==> src/rtl/core/bba_pkg.sv <==
// ----------------------------------------------------------------------------
// bba_pkg
// shared types and codes for the buddy block allocator
// ----------------------------------------------------------------------------
`timescale 1ns / 1ps
`default_nettype none
package bba_pkg;

  typedef logic [1:0] node_code_t;
  localparam node_code_t NODE_UNUSED = 2'd0;
  localparam node_code_t NODE_FREE   = 2'd1;
  localparam node_code_t NODE_SPLIT  = 2'd2;
  localparam node_code_t NODE_ALLOC  = 2'd3;

  typedef logic [1:0] status_t;
  localparam status_t STATUS_OK      = 2'd0;
  localparam status_t STATUS_NOSPACE = 2'd1;
  localparam status_t STATUS_BADOFS  = 2'd2;

  localparam logic ACTION_ALLOC = 1'b0;
  localparam logic ACTION_FREE  = 1'b1;

  typedef enum logic [3:0] {
    OP_NOP,
    OP_CFG_WR,
    OP_CLR_STEP,
    OP_LOAD,
    OP_READ,
    OP_DOWN_LEFT,
    OP_DOWN_RIGHT,
    OP_NEXT,
    OP_UP,
    OP_WR_SPLIT,
    OP_WR_RFREE_DOWN,
    OP_WR_ALLOC,
    OP_WR_FREE,
    OP_RD_BUDDY,
    OP_WR_UNUSED,
    OP_WR_BUDDY_UNUSED
  } dp_op_t;

  typedef struct packed {
    dp_op_t op;
    logic   par_free_up;
  } dp_cmd_t;

  typedef struct packed {
    node_code_t rd_state;
    logic       alloc_req;
    logic       fits;
    logic       at_target;
    logic       below_order;
    logic       is_right;
    logic       at_root;
    logic       clr_last;
    logic       range_ok;
    logic       aligned;
    logic       ofs_bit;
  } dp_stat_t;

endpackage
`default_nettype wire

==> src/rtl/core/bba_ram.sv <==
// ----------------------------------------------------------------------------
// bba_ram
// generic single write, single read ram with registered read data
// ----------------------------------------------------------------------------
`timescale 1ns / 1ps
`default_nettype none
module bba_ram #(
  parameter int WIDTH = 2,
  parameter int DEPTH = 127
) (
  input  wire logic                     clk,
  input  wire logic                     we,
  input  wire logic [$clog2(DEPTH)-1:0] waddr,
  input  wire logic [WIDTH-1:0]         wdata,
  input  wire logic [$clog2(DEPTH)-1:0] raddr,
  output logic      [WIDTH-1:0]         rdata_r
);

  logic [WIDTH-1:0] mem [DEPTH];

  always_ff @(posedge clk) begin
    if (we) begin
      mem[waddr] <= wdata;
    end
    rdata_r <= mem[raddr];
  end

endmodule
`default_nettype wire

==> src/rtl/core/bba_datapath.sv <==
// ----------------------------------------------------------------------------
// bba_datapath
// node tree memory, walk registers, request latch and offset math
// ----------------------------------------------------------------------------
`timescale 1ns / 1ps
`default_nettype none
module bba_datapath #(
  parameter int MAX_ORDER       = 6,
  parameter int MIN_BLOCK_SHIFT = 20
) (
  input  wire logic              clk,
  input  wire logic              rst_n,
  input  wire bba_pkg::dp_cmd_t  cmd,
  output bba_pkg::dp_stat_t      stat,
  input  wire logic [2:0]        cfg_data,
  input  wire logic              in_action,
  input  wire logic [26:0]       in_size_bytes,
  input  wire logic [25:0]       in_block_offset,
  output logic [25:0]            out_granted_offset
);

  localparam int NODES = (2 << MAX_ORDER) - 1;
  localparam int IW    = $clog2(NODES);
  localparam int DW    = $clog2(MAX_ORDER + 2);
  localparam int PW    = MAX_ORDER;
  localparam int XW    = ((26 > MAX_ORDER + MIN_BLOCK_SHIFT) ? 26
                          : MAX_ORDER + MIN_BLOCK_SHIFT) + 1;

  logic [2:0]    pool_order_r;
  logic [IW-1:0] clr_cnt_r;
  logic [IW-1:0] idx_r;
  logic [DW-1:0] depth_r;
  logic [PW-1:0] pos_r;
  logic          action_r;
  logic [26:0]   size_r;
  logic [25:0]   offset_r;
  logic [25:0]   grant_r;

  logic [DW-1:0] order;
  logic [DW-1:0] k;
  logic [IW-1:0] parent;
  logic [IW-1:0] buddy;
  logic [IW-1:0] left;
  logic [XW-1:0] off_x;
  logic [XW-1:0] ofs_sh;
  logic [XW-1:0] grant_x;
  logic          we;
  logic [IW-1:0] waddr;
  bba_pkg::node_code_t wdata;
  logic [IW-1:0] raddr;
  bba_pkg::node_code_t rdata;

  always_comb begin
    if (int'(pool_order_r) > MAX_ORDER) begin
      order = DW'(MAX_ORDER);
    end else begin
      order = DW'(pool_order_r);
    end
  end

  // smallest k with size <= one minimum block shifted by k
  always_comb begin
    k = DW'(MAX_ORDER + 1);
    for (int i = MAX_ORDER; i >= 0; i--) begin
      if ({37'd0, size_r} <= (64'd1 << (i + MIN_BLOCK_SHIFT))) begin
        k = DW'(i);
      end
    end
  end

  assign left    = IW'({idx_r, 1'b1});
  assign parent  = IW'((idx_r - IW'(1)) >> 1);
  assign buddy   = idx_r[0] ? IW'(idx_r + IW'(1)) : IW'(idx_r - IW'(1));
  assign off_x   = XW'(offset_r);
  assign grant_x = XW'(pos_r) << (int'(order) - int'(depth_r) + MIN_BLOCK_SHIFT);
  // offset bit that picks the half below the current node
  assign ofs_sh  = off_x >> (int'(order) - int'(depth_r) - 1 + MIN_BLOCK_SHIFT);

  always_comb begin
    stat.rd_state    = rdata;
    stat.alloc_req   = (action_r == bba_pkg::ACTION_ALLOC);
    stat.fits        = (k <= order);
    stat.at_target   = (depth_r == DW'(order - k));
    stat.below_order = (depth_r < order);
    stat.is_right    = (idx_r != '0) && !idx_r[0];
    stat.at_root     = (idx_r == '0);
    stat.clr_last    = (clr_cnt_r == IW'(NODES - 1));
    stat.range_ok    = ((off_x >> (int'(order) + MIN_BLOCK_SHIFT)) == '0);
    stat.aligned     = ((off_x & ((XW'(1) << (int'(order) - int'(depth_r)
                        + MIN_BLOCK_SHIFT)) - XW'(1))) == '0);
    stat.ofs_bit     = ofs_sh[0];
  end

  always_comb begin
    we    = 1'b1;
    waddr = idx_r;
    wdata = bba_pkg::NODE_FREE;
    raddr = idx_r;
    if (cmd.par_free_up) begin
      waddr = parent;
    end else begin
      unique case (cmd.op)
        bba_pkg::OP_CLR_STEP: begin
          waddr = clr_cnt_r;
          wdata = (clr_cnt_r == '0) ? bba_pkg::NODE_FREE : bba_pkg::NODE_UNUSED;
        end
        bba_pkg::OP_WR_SPLIT:        wdata = bba_pkg::NODE_SPLIT;
        bba_pkg::OP_WR_RFREE_DOWN:   waddr = IW'(left + IW'(1));
        bba_pkg::OP_WR_ALLOC:        wdata = bba_pkg::NODE_ALLOC;
        bba_pkg::OP_WR_FREE:         wdata = bba_pkg::NODE_FREE;
        bba_pkg::OP_WR_UNUSED:       wdata = bba_pkg::NODE_UNUSED;
        bba_pkg::OP_WR_BUDDY_UNUSED: begin
          waddr = buddy;
          wdata = bba_pkg::NODE_UNUSED;
        end
        bba_pkg::OP_RD_BUDDY: begin
          we    = 1'b0;
          raddr = buddy;
        end
        default: we = 1'b0;
      endcase
    end
  end

  bba_ram #(
    .WIDTH (2),
    .DEPTH (NODES)
  ) u_tree (
    .clk     (clk),
    .we      (we),
    .waddr   (waddr),
    .wdata   (wdata),
    .raddr   (raddr),
    .rdata_r (rdata)
  );

  always_ff @(posedge clk) begin
    if (!rst_n) begin
      pool_order_r <= 3'd6;
      clr_cnt_r    <= '0;
    end else if (cmd.op == bba_pkg::OP_CFG_WR) begin
      pool_order_r <= cfg_data;
      clr_cnt_r    <= '0;
    end else if (cmd.op == bba_pkg::OP_CLR_STEP && !cmd.par_free_up) begin
      clr_cnt_r    <= IW'(clr_cnt_r + IW'(1));
    end
  end

  always_ff @(posedge clk) begin
    if (cmd.par_free_up) begin
      idx_r   <= parent;
      depth_r <= DW'(depth_r - DW'(1));
      pos_r   <= pos_r >> 1;
    end else begin
      unique case (cmd.op)
        bba_pkg::OP_LOAD: begin
          action_r <= in_action;
          size_r   <= in_size_bytes;
          offset_r <= in_block_offset;
          grant_r  <= '0;
          idx_r    <= '0;
          depth_r  <= '0;
          pos_r    <= '0;
        end
        bba_pkg::OP_DOWN_LEFT, bba_pkg::OP_WR_RFREE_DOWN: begin
          idx_r   <= left;
          depth_r <= DW'(depth_r + DW'(1));
          pos_r   <= PW'({pos_r, 1'b0});
        end
        bba_pkg::OP_DOWN_RIGHT: begin
          idx_r   <= IW'(left + IW'(1));
          depth_r <= DW'(depth_r + DW'(1));
          pos_r   <= PW'({pos_r, 1'b1});
        end
        bba_pkg::OP_NEXT: begin
          idx_r <= IW'(idx_r + IW'(1));
          pos_r <= PW'(pos_r + PW'(1));
        end
        bba_pkg::OP_UP: begin
          idx_r   <= parent;
          depth_r <= DW'(depth_r - DW'(1));
          pos_r   <= pos_r >> 1;
        end
        bba_pkg::OP_WR_ALLOC: grant_r <= grant_x[25:0];
        default: ;
      endcase
    end
  end

  assign out_granted_offset = grant_r;

endmodule
`default_nettype wire

==> src/rtl/core/bba_ctrl.sv <==
// ----------------------------------------------------------------------------
// bba_ctrl
// sequencer for tree clear, allocate search/split and free lookup/merge
// ----------------------------------------------------------------------------
`timescale 1ns / 1ps
`default_nettype none
module bba_ctrl (
  input  wire logic              clk,
  input  wire logic              rst_n,
  input  wire logic              start,
  output logic                   busy,
  input  wire logic              cfg_valid,
  output logic                   cfg_ready,
  output bba_pkg::dp_cmd_t       cmd,
  input  wire bba_pkg::dp_stat_t stat,
  output logic                   out_valid,
  output bba_pkg::status_t       out_status
);

  typedef enum logic [3:0] {
    ST_CLEAR, ST_IDLE, ST_ACT, ST_A_RD, ST_A_EVAL, ST_A_SKIP, ST_A_CHAIN, ST_A_NEW,
    ST_F_RD, ST_F_EVAL, ST_F_MERGE, ST_F_BEVAL, ST_F_WB, ST_F_WP, ST_DONE
  } state_t;

  state_t            state_r, state_nxt;
  logic              out_valid_r, out_valid_nxt;
  bba_pkg::status_t  out_status_r, out_status_nxt;

  always_comb begin
    state_nxt       = state_r;
    out_valid_nxt   = 1'b0;
    out_status_nxt  = out_status_r;
    cmd.op          = bba_pkg::OP_NOP;
    cmd.par_free_up = 1'b0;
    unique case (state_r)
      ST_CLEAR: begin
        cmd.op = bba_pkg::OP_CLR_STEP;
        if (stat.clr_last) state_nxt = ST_IDLE;
      end
      ST_IDLE: begin
        if (start) begin
          cmd.op    = bba_pkg::OP_LOAD;
          state_nxt = ST_ACT;
        end else if (cfg_valid) begin
          cmd.op    = bba_pkg::OP_CFG_WR;
          state_nxt = ST_CLEAR;
        end
      end
      ST_ACT: begin
        if (stat.alloc_req ? !stat.fits : !stat.range_ok) begin
          out_valid_nxt  = 1'b1;
          out_status_nxt = stat.alloc_req ? bba_pkg::STATUS_NOSPACE
                                          : bba_pkg::STATUS_BADOFS;
          state_nxt      = ST_DONE;
        end else begin
          cmd.op    = bba_pkg::OP_READ;
          state_nxt = stat.alloc_req ? ST_A_EVAL : ST_F_EVAL;
        end
      end
      ST_A_RD: begin
        cmd.op    = bba_pkg::OP_READ;
        state_nxt = ST_A_EVAL;
      end
      ST_A_EVAL: begin
        if (stat.rd_state == bba_pkg::NODE_FREE) begin
          if (stat.at_target) begin
            cmd.op         = bba_pkg::OP_WR_ALLOC;
            out_valid_nxt  = 1'b1;
            out_status_nxt = bba_pkg::STATUS_OK;
            state_nxt      = ST_DONE;
          end else begin
            cmd.op    = bba_pkg::OP_WR_SPLIT;
            state_nxt = ST_A_CHAIN;
          end
        end else if (stat.rd_state == bba_pkg::NODE_SPLIT && !stat.at_target) begin
          cmd.op    = bba_pkg::OP_DOWN_LEFT;
          state_nxt = ST_A_RD;
        end else begin
          state_nxt = ST_A_SKIP;
        end
      end
      // climb while on a right child, then step to the right sibling
      ST_A_SKIP: begin
        if (stat.is_right) begin
          cmd.op = bba_pkg::OP_UP;
        end else if (stat.at_root) begin
          out_valid_nxt  = 1'b1;
          out_status_nxt = bba_pkg::STATUS_NOSPACE;
          state_nxt      = ST_DONE;
        end else begin
          cmd.op    = bba_pkg::OP_NEXT;
          state_nxt = ST_A_RD;
        end
      end
      // node just split: free the right child, descend left, which is free
      ST_A_CHAIN: begin
        cmd.op    = bba_pkg::OP_WR_RFREE_DOWN;
        state_nxt = ST_A_NEW;
      end
      // fresh left child of a split, known free without a read
      ST_A_NEW: begin
        if (stat.at_target) begin
          cmd.op         = bba_pkg::OP_WR_ALLOC;
          out_valid_nxt  = 1'b1;
          out_status_nxt = bba_pkg::STATUS_OK;
          state_nxt      = ST_DONE;
        end else begin
          cmd.op    = bba_pkg::OP_WR_SPLIT;
          state_nxt = ST_A_CHAIN;
        end
      end
      ST_F_RD: begin
        cmd.op    = bba_pkg::OP_READ;
        state_nxt = ST_F_EVAL;
      end
      ST_F_EVAL: begin
        if (stat.rd_state == bba_pkg::NODE_SPLIT && stat.below_order) begin
          cmd.op    = stat.ofs_bit ? bba_pkg::OP_DOWN_RIGHT : bba_pkg::OP_DOWN_LEFT;
          state_nxt = ST_F_RD;
        end else if (stat.rd_state == bba_pkg::NODE_ALLOC && stat.aligned) begin
          cmd.op    = bba_pkg::OP_WR_FREE;
          state_nxt = ST_F_MERGE;
        end else begin
          out_valid_nxt  = 1'b1;
          out_status_nxt = bba_pkg::STATUS_BADOFS;
          state_nxt      = ST_DONE;
        end
      end
      ST_F_MERGE: begin
        if (stat.at_root) begin
          out_valid_nxt  = 1'b1;
          out_status_nxt = bba_pkg::STATUS_OK;
          state_nxt      = ST_DONE;
        end else begin
          cmd.op    = bba_pkg::OP_RD_BUDDY;
          state_nxt = ST_F_BEVAL;
        end
      end
      ST_F_BEVAL: begin
        if (stat.rd_state == bba_pkg::NODE_FREE) begin
          cmd.op    = bba_pkg::OP_WR_UNUSED;
          state_nxt = ST_F_WB;
        end else begin
          out_valid_nxt  = 1'b1;
          out_status_nxt = bba_pkg::STATUS_OK;
          state_nxt      = ST_DONE;
        end
      end
      ST_F_WB: begin
        cmd.op    = bba_pkg::OP_WR_BUDDY_UNUSED;
        state_nxt = ST_F_WP;
      end
      ST_F_WP: begin
        cmd.par_free_up = 1'b1;
        state_nxt       = ST_F_MERGE;
      end
      ST_DONE: state_nxt = ST_IDLE;
      default: state_nxt = ST_IDLE;
    endcase
  end

  always_ff @(posedge clk) begin
    if (!rst_n) begin
      state_r      <= ST_CLEAR;
      out_valid_r  <= 1'b0;
      out_status_r <= bba_pkg::STATUS_OK;
    end else begin
      state_r      <= state_nxt;
      out_valid_r  <= out_valid_nxt;
      out_status_r <= out_status_nxt;
    end
  end

  assign busy       = (state_r != ST_IDLE);
  // a request in the same cycle goes first
  assign cfg_ready  = (state_r == ST_IDLE) && !start;
  assign out_valid  = out_valid_r;
  assign out_status = out_status_r;

endmodule
`default_nettype wire

==> src/rtl/core/buddy_block_allocator.sv <==
// ----------------------------------------------------------------------------
// buddy_block_allocator
// binary buddy allocator over a pool of up to 2^MAX_ORDER minimum blocks
// ----------------------------------------------------------------------------
// channel   ports                                           transfer
// input     start, busy, in_action/size_bytes/block_offset  start & !busy
// result    out_valid, out_status, out_granted_offset       out_valid, one cycle
// config    cfg_valid, cfg_ready, cfg_data                  cfg_valid & cfg_ready
//
// one request at a time; the node tree lives in a ram with one read and one
// write port, and a node visit is a read followed by an evaluate
// allocate: searches nodes in order, then splits one level at a time down to
// the target; free: walks down one level at a time, then merges buddies
// upward level by level; after reset and after each config write a
// clearing pass over all 2^(MAX_ORDER+1)-1 tree nodes runs with busy high;
// the result side cannot stall
// ----------------------------------------------------------------------------
`timescale 1ns / 1ps
`default_nettype none
module buddy_block_allocator #(
  parameter int MAX_ORDER       = 6,
  parameter int MIN_BLOCK_SHIFT = 20
) (
  input  wire logic        clk,
  input  wire logic        rst_n,
  input  wire logic        start,
  output logic             busy,
  input  wire logic        in_action,
  input  wire logic [26:0] in_size_bytes,
  input  wire logic [25:0] in_block_offset,
  output logic             out_valid,
  output logic [1:0]       out_status,
  output logic [25:0]      out_granted_offset,
  input  wire logic        cfg_valid,
  output logic             cfg_ready,
  input  wire logic [2:0]  cfg_data
);

  bba_pkg::dp_cmd_t  cmd;
  bba_pkg::dp_stat_t stat;

  bba_ctrl u_ctrl (
    .clk        (clk),
    .rst_n      (rst_n),
    .start      (start),
    .busy       (busy),
    .cfg_valid  (cfg_valid),
    .cfg_ready  (cfg_ready),
    .cmd        (cmd),
    .stat       (stat),
    .out_valid  (out_valid),
    .out_status (out_status)
  );

  bba_datapath #(
    .MAX_ORDER       (MAX_ORDER),
    .MIN_BLOCK_SHIFT (MIN_BLOCK_SHIFT)
  ) u_dp (
    .clk                (clk),
    .rst_n              (rst_n),
    .cmd                (cmd),
    .stat               (stat),
    .cfg_data           (cfg_data),
    .in_action          (in_action),
    .in_size_bytes      (in_size_bytes),
    .in_block_offset    (in_block_offset),
    .out_granted_offset (out_granted_offset)
  );

endmodule
`default_nettype wire

==> config.mk <==
export PLATFORM = sky130hd
export DESIGN_NAME = buddy_block_allocator
export DESIGN_NICKNAME = d
export VERILOG_FILES = /design/src/rtl/core/bba_pkg.sv /design/src/rtl/core/bba_ram.sv /design/src/rtl/core/bba_datapath.sv /design/src/rtl/core/bba_ctrl.sv /design/src/rtl/core/buddy_block_allocator.sv
export SDC_FILE = /design/constraint.sdc
export NUM_CORES = 1
export LEC_CHECK = 0
export BUFFER_PORTS_ARGS = -buffer_cell sky130_fd_sc_hd__buf_2
export CAP_MARGIN = 15
export CORE_MARGIN = 8
export CORE_UTILIZATION = 60
export CTS_CLUSTER_SIZE = 14
export DETAILED_ROUTE_END_ITERATION = 10
export HOLD_SLACK_MARGIN = 0.08
export PLACE_DENSITY = 0.81
export SETUP_SLACK_MARGIN = 0.4
export SLEW_MARGIN = 20
export SYNTH_ARGS = -nofsm -noshare
export SYNTH_HDL_FRONTEND = slang
export SYNTH_SLANG_ARGS = --single-unit
==> constraint.sdc <==
create_clock -name clk -period 9.25 [get_ports clk]
set_clock_uncertainty 0.2 [all_clocks]
set_input_delay 2.775 -clock clk [delete_from_list [all_inputs] [get_ports clk]]
set_output_delay 2.775 -clock clk [all_outputs]
set_load 0.03 [all_outputs]
-- Yosys cells after proc, flatten, opt, wreduce, memory -nomap -nowiden
Memories as Yosys holds them, arrays and structs flattened. A register that Yosys moved wholly into a read port is not among the register bits.
Index checks and enable logic that the tools add are counted.
- register bits: 113
- bits in writable memories: 254
- bits of input ports: 61
- output and inout bits: 31
- word-level logic and storage cells: 200
- memories: 1
- add/sub/neg operators: 14
- $lt $le $gt $ge: 10
- eq/ne operators: 43
- shifts and indexed selects: 4
- mux-type cells: 78
- bitwise operators: 3
- reduce and logical (&&, ||, !) cells: 33
- memory list (memory ; depth ; bits a word ; read ports ; clocked after memory_dff ; wr ports ; RTL line ; text):
    u_dp.u_tree.mem ; 127 ; 2 ; 1 ; 1 ; 1 ; bba_ram.sv:19 ; logic [WIDTH-1:0] mem [DEPTH];
- operator list (kind ; count):
    $mux W4 ; 17
    $add A32 B6 Y32 const B ; 2
    $eq A4 B4 Y1 const B ; 14
    $pmux W4 S14 ; 1
    $logic_not A27 Y1 ; 2
    $pmux W26 S2 ; 1
    $pmux W4 S12 ; 1
    $mux W3 ; 14
    $pmux W7 S5 ; 1
    $shl A1 B32 Y27 const A ; 1
    $shl A6 B32 Y26 ; 1
    $shr A26 B32 Y1 ; 1
    $shr A26 B32 Y27 ; 1
    $sub A32 B2 Y32 const B ; 1
    $pmux W6 S5 ; 1
    $eq A4 B3 Y1 const B ; 7
    $mux W2 ; 14
    $mux W7 ; 4
    $and A26 B27 Y27 ; 1
    $le A27 B21 Y1 const B ; 1
    $le A27 B22 Y1 const B ; 1
    $le A27 B23 Y1 const B ; 1
    $le A27 B24 Y1 const B ; 1
    $le A27 B25 Y1 const B ; 1
    other kinds (48) ; 95

-- Depth between registers and ports, before layout
- depth after elaboration: 21
- mapped depth: 23
- depth with buffers taken out: 21

-- Modules after synthesis
Synthesis repeated with hierarchy kept, for this count alone.
- cell total of the unflattened synthesis: 1569
- area total of the unflattened synthesis: 18964.4 µm²
- modules (own cells, without submodules) (module ; times used ; cells an instance ; area an instance (µm²) ; seq. area each (µm²)):
    bba_ram ; 1 ; 665 ; 10835.4 ; 7667.4
    bba_datapath ; 1 ; 757 ; 7133.1 ; 3062.9
    bba_ctrl ; 1 ; 147 ; 996.0 ; 140.1

-- Least setup slack after synthesis
OpenSTA, ideal clock, no wires.
- path type: register to register
- start: register u_ctrl.state_r[0]
- end: memory u_dp.u_tree.mem[0][0] (data pin)
- library setup time: 1.038 ns
- data arrival time: 6.177 ns
- required time: 8.012 ns
- setup slack: 1.834 ns
- cell stages (with the launch flop): 9
- path buffers: 1
- period minus slack after synthesis: 7.416 ns
- cells stage by stage: dfxtp_1 -> buf_2 -> or4b_1 -> a21oi_2 -> nand2_1 -> nand4_1 -> a21oi_2 -> o21ai_0 -> nand4_1
- longest elaborated chain between the ends: 7
- elaborated cells between the ends (all ways): 25
- those cells by class: eq/ne (18); mux (4); reduce/logical (3)
- ends and longest elaborated chain (item ; RTL line ; text):
    start: declaration ; bba_ctrl.sv:25 ; state_t state_r, state_nxt;
    start signal: assignment ; bba_ctrl.sv:168 ; state_r <= state_nxt;
    $eq A4 B2 Y1 / $eq A4 B4 Y1 (equally long branches) ; bba_ctrl.sv:35 ; unique case (state_r)
    $reduce_or A2 Y1 (no line) ; -- ;
    $pmux W4 S12 ; bba_ctrl.sv:35 ;
    $eq A4 B4 Y1 ; bba_datapath.sv:102 ; unique case (cmd.op)
    $reduce_or A2 Y1 (no line) ; -- ;
    $pmux W2 S4 ; bba_datapath.sv:102 ;
    $mux W2 * ; bba_datapath.sv:99 ; if (cmd.par_free_up) begin
    named net u_dp.u_tree.wdata[0] ; bba_ram.sv:14 ; input wire logic [WIDTH-1:0] wdata,
    end: declaration ; bba_ram.sv:19 ;
The timed path passes the listed nets; every way through them passes the cells marked *.

-- Final worst setup path
- start: register u_dp.pool_order_r[1]
- end: memory u_dp.u_tree.mem[86][1], enable pin
- longest elaborated chain between the ends: 18
- elaborated cells between the ends (all ways): 47
- those cells by class: add/sub (7); order compare (3); eq/ne (8); shift (3); mux (16); bitwise (1); reduce/logical (9)
- ends and longest elaborated chain (item ; RTL line ; text):
    start: declaration ; bba_datapath.sv:29 ; logic [2:0] pool_order_r;
    start signal: assignment ; bba_datapath.sv:142 ; pool_order_r <= cfg_data;
    $gt A3 B3 Y1 ; bba_datapath.sv:54 ; if (int'(pool_order_r) > MAX_ORDER) begin
    $mux W3 * ; bba_datapath.sv:54 ;
    branches (longest 9 deep; another with $sub A32 B2 Y32) ; -- ;
    $pmux W4 S12 * ; bba_ctrl.sv:35 ;
    $eq A4 B4 Y1 / $eq A4 B2 Y1 (equally long branches) ; bba_datapath.sv:102 ;
    $reduce_or A7 Y1 (no line) ; -- ;
    $mux W1 ; bba_datapath.sv:102 ;
    $mux W1 ; bba_datapath.sv:99 ;
    $mux W1 ; bba_ram.sv:22 ; if (we) begin
    $mux W1 (not written as such) ; bba_ram.sv:23 ; mem[waddr] <= wdata;
Mark *: on every way between the ends.

==> impl_results.md <==
- Post-route antenna net violation count: 0
- Hold crit path type: reg2reg
- Number of nets in the layout: between 1500 and 2000
- Final wirelength: 46800 um
- Share of layout cells above drive strength 1: between 10% and 20%
- TNS Setup: 0 ns
- Crit path kind: reg2reg
- Die width: roughly 190 um
- Largest net degree at the start of global routing: ~130
- Clock latency on the worst-skew pair: 0.55 ns
- Crit Path Max Fanout: 29
- Ports: 92
- Initial Utilization: 60.8%
- Vias/cell: 6.61
- H-tree depth: 2
- Synth Instances: 1604
- Post-synth EDFFs: 348
- Synth Flop Type: edfxtp_1
- Die Y: 192 um
- Hold-fix buffers, CTS: 0
- Register area share after synthesis: roughly 59%
- Non-Filler Instances: roughly 2100
- Outcome: finished clean
- HPWL Detailed: 30000 um
- Worst slew margin: 27.2%
- Number of global-route vias before repair: roughly 13000
- Final setup vio count: 0
- Number of port buffers: 91
- DRC violations left: 0
- Antenna violations before repair: 0
- Leak: ~7 nW
- Area Overhead vs Synth: 10.1%
- CP arrival: 7.20 ns
- Tot GR Track Use: about a quarter
- Async SR Flop Fraction: 0%
- Worst-Margin Slew: between 1 and 1.5 ns
- Register bit total from synthesis: 369
- Clock buffer depth: 3
- Avg Cell Area, Syn: around 12 sq um
- First DRT Iteration DRCs: 2033
- Num rows: 64
- First-pass GRT wire length: 73400 um
- Final RePlAce weighted congestion: 0.891
- Number of antenna diodes: 0
- WL per Instance: 22.5 um
- Critical path capture point type: flip-flop
- Yosys cell types: 102
- Fin crit period: just over 7 ns
- Placeable Area: 30500 sq um
- Critical Path RT: 9.26 ns
- Power, Total: 3.49 mW
- Syn Std Cell Area: 18600 sq um
- Yosys warnings: 0
- CTS tree: built
- Drt pass-1 iters: 7
- Cells after DPL: 2016
- RSZ-0062 raised after global routing: false
- PD cells: 171 nW/um^2
- Fmax achieved: between 100 and 150 MHz
- Die area: 36800 sq um
- Maximum vdd drop: 0.000174 V
- Clock root cell: clkbuf_16
- Max Slew Vio Count: 0
- CTS sink cnt: roughly 370
- Clock Pin Slew Worst Setup and Hold Paths: 0.07 ns
- Post-Syn Nets: approximately 1700
- Grt ovf: 0
- Fin crit share: between 70 and 80%
- Post-CTS Setup Repair Bufs: 0
- Startpoint Class: flip-flop
- Fin. Hold Viols: 0
- Post-CTS sizing: 0
- TritonCTS Buffers: 39
- Max Cap Viol: 0
- Vias post-DR: ~14000
## power by group
group,internal [mW],switching [mW]
combinational,0.0245,0.0712
sequential,1.84,0.00703
clock,0.892,0.657
total,2.76,0.735
## final cells by class
class | count | area, sq um
clock buffer | 45 | 998
clock inverter | 22 | 249
fill | 2209 | 10100
inverter | 33 | 125
multi-input combinational | 1106 | 7080
sequential | 369 | 10900
tap | 396 | 495
timing repair buffer | 112 | 621
## worst paths after layout
check | slack [ns] | depth (start not counted) | startpoint | endpoint
setup / recovery | 2.06 | 19 | u_dp.pool_order_r[1] | u_dp.u_tree.mem[86][1]
hold / removal | 0.30 | 2 | u_ctrl.out_status[1] | u_ctrl.out_status[1]
setup reg to reg | 2.06 | 19 | u_dp.pool_order_r[1] | u_dp.u_tree.mem[86][1]
hold reg to reg | 0.30 | 2 | u_ctrl.out_status[1] | u_ctrl.out_status[1]
## Yosys cell counts (15+ instances only)
cell type    n  area share [%]
edfxtp_1   348              56
nor2_1     228             4.6
nand2_1    200             4.0
mux2i_1     76             4.1
a21oi_1     63             1.7
nand3_1     59             1.6
o21ai_0     54             1.5
clkbuf_1    35            0.71
inv_1       32            0.65
buf_2       26            0.70
nor3_1      25            0.67
o211ai_1    22            0.89
dfxtp_1     21             2.3
ha_1        17             1.1
nor4_1      17            0.57
a31oi_1     16            0.54
nand2b_1    16            0.54
nor2b_1     16            0.54
xnor2_1     16            0.75
xor2_1      16            0.75
a22oi_1     15            0.61
buf_6       15            0.91
mux4_2      15             1.8
## cell usage in the layout, fill, tap and decap left out, types with 25 or more instances in the layout
cell type and n:
inv_1 31, nand3_1 59, mux2i_1 76, nor3_1 25, buf_2 91, clkbuf_16 39, nor2_1 228, o21ai_0 53
nand2_1 199, a21oi_1 63, edfxtp_1 348
## sequential cells by signal, indices dropped and copies added, names as in the netlist
register                 cells
u_dp.u_tree.mem            254
u_dp.action_r                1
u_ctrl.out_valid             1
u_dp.offset_r               26
u_dp.idx_r                   7
u_dp.depth_r                 3
u_ctrl.out_status            2
u_dp.clr_cnt_r               7
u_ctrl.state_r               4
u_dp.pos_r                   6
u_dp.pool_order_r            3
u_dp.u_tree.rdata_r          2
u_dp.size_r                 27
u_dp.out_granted_offset     26
## routing by layer
metal / vias up / track usage (%) / part of all wire, %
li1: 6150 / - / -
met2: 836 / 40.7 / 47
met3: 123 / 4.10 / 10
met4: 0 / 7.82 / 2.9
met1: 6669 / 34.8 / 39
met5: - / 0 / 0
## per-stage QoR
stage	instance area, sq um	worst slack (ns)	hold slack (ns)	utilization [%]
6_report	20400	2.06	0.305	67.0
5_1_grt	20400	1.58	0.362	67.0
4_1_cts	20400	2.15	0.308	66.9
3_5_place_dp	19200	2.26	0.299	62.9
3_3_place_gp	19200	2.50	0.289	62.9
2_1_floorplan	18600	1.83	0.294	-
## cell families (layout without fill, tap and decap cells)
| logic type | Yosys count | after routing | synth area share, % |
|---|---|---|---|
| adders and majority gates | 22 | 22 | 1.58 |
| muxes | 102 | 102 | 6.58 |
| buffers and inverters | 129 | 212 | 3.60 |
| and+or+nand+nor | 642 | 642 | 16.3 |
| xor gates and xnor gates | 33 | 33 | 1.63 |
| DFF | 369 | 369 | 58.6 |
| AOI/OAI and AO/OA | 307 | 307 | 11.8 |
## critical path, stage by stage (launching register included)
cell and delay, ns:
dfxtp_1 0.37, inv_1 0.17, o21ai_0 0.16, ha_1 0.24
fa_1 0.38, fa_1 0.49, buf_4 0.27, ha_1 0.83
nand2b_1 0.32, or3_1 0.45, ha_1 0.47, nand2b_1 0.20
a211oi_1 0.08, o21ai_0 0.20, nand3_1 0.09, nor4_1 0.43
nand3_1 0.32, o211ai_4 0.35, nand3_4 0.44, nor2_1 0.35
No activity file was read; power rests on OpenSTA's default activity.
